==> src/text_console_cell_writer_macros.svh <==
// assertion macros for the console cell writer rtl, included by tcw_ctrl
`ifndef TEXT_CONSOLE_CELL_WRITER_MACROS_SVH
`define TEXT_CONSOLE_CELL_WRITER_MACROS_SVH

// same-cycle implication, clocked on clk, off during reset
`define TCW_ASSERT_IMP(label, ante, cons, msg) \
    label: assert property (@(posedge clk) disable iff (!rst_n) (ante) |-> (cons)) \
        else $error(msg);

// next-cycle implication, clocked on clk, off during reset
`define TCW_ASSERT_NEXT(label, ante, cons, msg) \
    label: assert property (@(posedge clk) disable iff (!rst_n) (ante) |=> (cons)) \
        else $error(msg);

`endif

==> src/tcw_pkg.sv <==
// types, codes and constants of the text console cell writer
package tcw_pkg;

    localparam int DEF_COLUMNS = 80;
    localparam int DEF_ROWS    = 25;

    localparam int CELL_W      = 16;
    localparam int CHAR_W      = 8;
    localparam int COLOR_W     = 4;
    localparam int CURSOR_POS_W = 11;
    localparam int CELL_IDX_W  = 11;
    localparam int MEM_ADDR_W  = 12;
    localparam int CFG_ADDR_W  = 3;
    localparam int CFG_DATA_W  = 32;

    localparam logic [CELL_W-1:0] BLANK_CELL = 16'h0720;
    localparam logic [CHAR_W-1:0] CH_NULL    = 8'd0;
    localparam logic [CHAR_W-1:0] CH_NEWLINE = 8'd10;
    localparam logic [CHAR_W-1:0] CH_RETURN  = 8'd13;

    typedef enum logic [1:0] {
        CMD_PUT   = 2'd0,
        CMD_CLEAR = 2'd1,
        CMD_READ  = 2'd2
    } tcw_cmd_t;

    typedef enum logic {
        REG_BACK_COLOR = 1'b0,
        REG_TEXT_COLOR = 1'b1
    } tcw_reg_t;

    typedef struct packed {
        tcw_cmd_t                cmd;
        logic [CHAR_W-1:0]       char_code;
        logic [CELL_IDX_W-1:0]   cell_index;
    } tcw_item_t;

    typedef struct packed {
        logic [CURSOR_POS_W-1:0] cursor_pos;
        logic [CELL_W-1:0]       cell_data;
    } tcw_result_t;

    typedef struct packed {
        logic                  we;
        logic [MEM_ADDR_W-1:0] waddr;
        logic [CELL_W-1:0]     wdata;
        logic                  re;
        logic [MEM_ADDR_W-1:0] raddr;
    } tcw_mem_req_t;

endpackage

==> src/tcw_cfg_regs.sv <==
// colour registers behind the apb-style configuration port
module tcw_cfg_regs
    import tcw_pkg::*;
(
    input  logic                  clk,
    input  logic                  rst_n,
    input  logic                  psel,
    input  logic                  penable,
    input  logic                  pwrite,
    input  logic [CFG_ADDR_W-1:0] paddr,
    input  logic [CFG_DATA_W-1:0] pwdata,
    output logic [CFG_DATA_W-1:0] prdata,
    output logic                  pready,
    output logic [COLOR_W-1:0]    back_color,
    output logic [COLOR_W-1:0]    text_color
);

    logic [COLOR_W-1:0] back_color_reg;
    logic [COLOR_W-1:0] text_color_reg;
    tcw_reg_t           reg_sel;
    logic               wr_beat;

    assign reg_sel = tcw_reg_t'(paddr[2]);
    assign wr_beat = psel && penable && pwrite;
    assign pready  = 1'b1;

    always_ff @(posedge clk or negedge rst_n)
    begin
        if (!rst_n)
        begin
            back_color_reg <= 4'd0;
            text_color_reg <= 4'd7;
        end
        else if (wr_beat)
        begin
            case (reg_sel)
                REG_BACK_COLOR: back_color_reg <= pwdata[COLOR_W-1:0];
                REG_TEXT_COLOR: text_color_reg <= pwdata[COLOR_W-1:0];
                default: ;
            endcase
        end
    end

    always_comb
    begin
        case (reg_sel)
            REG_BACK_COLOR: prdata = CFG_DATA_W'(back_color_reg);
            REG_TEXT_COLOR: prdata = CFG_DATA_W'(text_color_reg);
            default:        prdata = '0;
        endcase
    end

    assign back_color = back_color_reg;
    assign text_color = text_color_reg;

endmodule

==> config.mk <==
export PLATFORM = sky130hd
export DESIGN_NAME = tcw_cfg_regs
export DESIGN_NICKNAME = d
export VERILOG_FILES = /design/src/text_console_cell_writer_macros.svh /design/src/tcw_pkg.sv /design/src/tcw_cfg_regs.sv
export SDC_FILE = /design/constraint.sdc
export NUM_CORES = 1
export LEC_CHECK = 0
export BUFFER_PORTS_ARGS = -buffer_cell sky130_fd_sc_hd__buf_2
export CORE_UTILIZATION = 30
export DETAILED_ROUTE_END_ITERATION = 8
export HOLD_SLACK_MARGIN = 0.1
export PLACE_DENSITY = 0.76
export SLEW_MARGIN = 10
export SYNTH_ARGS = -nofsm -noshare
export SYNTH_HDL_FRONTEND = slang
export SYNTH_SLANG_ARGS = --single-unit
==> constraint.sdc <==
create_clock -name clk -period 0.8 [get_ports clk]
set_input_delay 0.16 -clock clk [delete_from_list [all_inputs] [get_ports clk]]
set_output_delay 0.16 -clock clk [all_outputs]
set_load 0.03 [all_outputs]
==> metrics.log <==
INFO  metric clkLatencyLatePin = 0.25 ns
INFO  metric run_status = finished with violations
INFO  metric synthesis.area_per_instance = 11.3 µm²
INFO  metric synth_seq_cells = 8
INFO  metric global_route.overflow_total = 0
INFO  metric post_synth_instance_area = 601 µm²
INFO  metric route.vias.total = 399
INFO  metric critical_path_arrival = 1.07 ns
INFO  metric grt_antenna_before_repair = 0
INFO  metric grt_pass1_vias = 335
INFO  metric post-route-drc-count = 0
INFO  metric rr_startpoint = back_color[3]
INFO  metric die_w = 46.7 µm
INFO  metric grt_setup_unrepaired = yes
INFO  metric wire_length_of_the_first_global_routing_pass = 1460 µm
INFO  metric min_path_type = primary input to flop
INFO  metric n_fill_cell = 173
INFO  metric place_hpwl = 833 µm
INFO  metric worst-r2r-cell-count = 3
INFO  metric vdd.ir_drop.worst = 862 µV
INFO  metric p_leak = 0.000487 µW
INFO  metric finalWorstPathRequiredPeriod = 1.23 ns
INFO  metric ios = 81
INFO  metric drtAntennaViolNets = 0
INFO  metric io_buffer_count = 21
INFO  metric crit-reg2reg-capture = back_color[3]
INFO  metric p_total = 2250 µW
INFO  metric die_area = 0.00218 mm²
INFO  metric totalWireLength = 1120 µm
INFO  metric final.period_utilization = 1.53
INFO  metric violations = negative setup slack
INFO  metric timing.final.hold_violations = 0
INFO  metric final.setup_skew = 0 ns
INFO  metric chipHeight = 46.7 µm
INFO  metric layout.core_utilization = 0.489
INFO  metric cts_clock_pin_slew_for_the_worst_setup_and_hold_paths = 0.06 ns
INFO  metric layout_common_cells = sky130_fd_sc_hd__conb_1, sky130_fd_sc_hd__buf_6, sky130_fd_sc_hd__mux2_4
INFO  metric grt_start_max_net_pins = 9
INFO  metric path_max_fanout = 2
INFO  metric worst-endpoint-required = 0.64 ns
INFO  metric setup_viol = 18
INFO  metric yosys.cell_types.count = 7
INFO  metric routabilityCongestion = 0.664
INFO  metric cts.sinks = 8
INFO  metric pwr_density_cell = 2550 mW/mm²
INFO  metric mostFrequentLayoutCell = sky130_fd_sc_hd__conb_1
INFO  metric final-max-slew-violation-count = 0
INFO  metric drv.max_cap_violation_count = 0
INFO  metric startpoint_type = flop
INFO  metric iter_0_drt_violations = 1
INFO  metric rrSetupSlack = -0.19 ns
INFO  metric critical_path.endpoint_type = output pin
INFO  metric criticalPathCategory = flop to output pin
INFO  metric final_layout_size_suffix_gt1_frac = 0.648
INFO  metric floorplan.initialDensity = 0.333
INFO  metric clock_buffers_created_by_tritoncts = 3
INFO  metric design.core.area = 0.00180 mm²
INFO  metric cts_htree_levels = 1
INFO  metric synth-seq-area-share = 0.340
INFO  metric tritoncts = done
INFO  metric clock_tree.root_cell = sky130_fd_sc_hd__clkbuf_4
INFO  metric cts.path.max_buffers = 2
INFO  metric design.final.nets = 129
INFO  metric first_pass_iteration_count_of_the_detailed_router = 2
INFO  metric worst_hold_slack = 0.153 ns
INFO  metric synth_warnings = 0
INFO  metric global_route.usage.total = 0.0990
INFO  metric wire_per_inst = 9.89 µm
INFO  metric signed_area_change_from_the_synthesized_netlist_to_the_final_layout = 46.7%
INFO  metric antenna_cells = 0
INFO  metric worst_slack = -0.425 ns
INFO  metric worstSetupEndpoint = prdata[1]
INFO  metric synth_cells = 53
INFO  metric detail_route.vias_per_cell = 3.53
INFO  metric placement_row_count = 15
INFO  metric worstSetupStartpoint = back_color[1]
INFO  metric achievable-frequency = 816 MHz
## area by class of cell
class,count,area [µm²],share of cell area
clock buffer,4,26.3,0.0298
multi-input combinational,43,318,0.361
sequential,8,210,0.239
tap,25,31.3,0.0355
timing repair buffer,33,295,0.335
## synth_stat cells (all sizes together)
cell type / instances / area (µm²)
nand4b: 1 / 23.8
nand4: 1 / 12.5
buf: 29 / 218
mux2: 12 / 135
dfrtp: 5 / 125
dfstp: 3 / 78.8
conb: 2 / 7.51
## worst min-delay path by stage
stage,start,to,slack (ns),depth (start not counted)
6_report,pwdata[2],back_color[2],0.15,2
3_5_place_dp,rst_n,back_color[3],0.01,1
2_1_floorplan,rst_n,back_color[0],-0.14,0
5_1_grt,pwdata[0],back_color[0],0.15,2
3_3_place_gp,rst_n,back_color[1],0.006,1
4_1_cts,pwdata[3],back_color[3],0.15,2
## routing by layer
| metal | global-route usage | routed length, µm | vias to the layer above | part of all wire |
|---|---|---|---|---|
| met2 | 0.186 | 641 | 24 | 0.57 |
| li1 | - | - | 190 | - |
| met4 | 0.0343 | 0 | 0 | 0 |
| met3 | 0.0385 | 77 | 0 | 0.069 |
| met5 | 0 | 0 | - | 0 |
| met1 | 0.0981 | 399 | 185 | 0.36 |
## report_power, final
group          leakage [µW]  internal (µW)  switching (µW)  total, µW
sequential        0.0000861            529            57.3        586
combinational      0.000386            643             682       1330
clock             0.0000150            191             145        337
## per-stage QoR
step / TNS, ns / cells / setup slack, ns / area (µm²)
after detailed placement: -2.62 / 102 / -0.226 / 698
after global placement: -2.47 / 102 / -0.199 / 698
after CTS: -4.53 / 108 / -0.433 / 825
after global routing: -5.42 / 113 / -0.454 / 881
after floorplan: -1.12 / 80 / -0.200 / 742
final: -5.00 / 113 / -0.425 / 881
## timing repair
item | in CTS | in global routing
hold buffers | 1 | 0
pin swaps | 0 | 0
endpoints found under the setup margin | 17 | 17
endpoints found under the hold margin | 8 | 0
gates resized for setup | 26 | 5
buffers inserted | 1 | 5
## critical path: stages (launching register included)
cell and delay (ns):
sky130_fd_sc_hd__dfrtp_2 0.40, sky130_fd_sc_hd__mux2_4 0.28, sky130_fd_sc_hd__buf_6 0.14
## kinds of logic (layout without fill, tap and decap cells)
kind of cell	count (synthesis)	in the layout	synth area share
buffers and inverters	29	37	0.363
other	2	29	0.0125
AND/OR/NAND/NOR	2	2	0.0604
flip-flops	8	8	0.340
multiplexers	12	12	0.225
(Power assumes the default switching activity.)
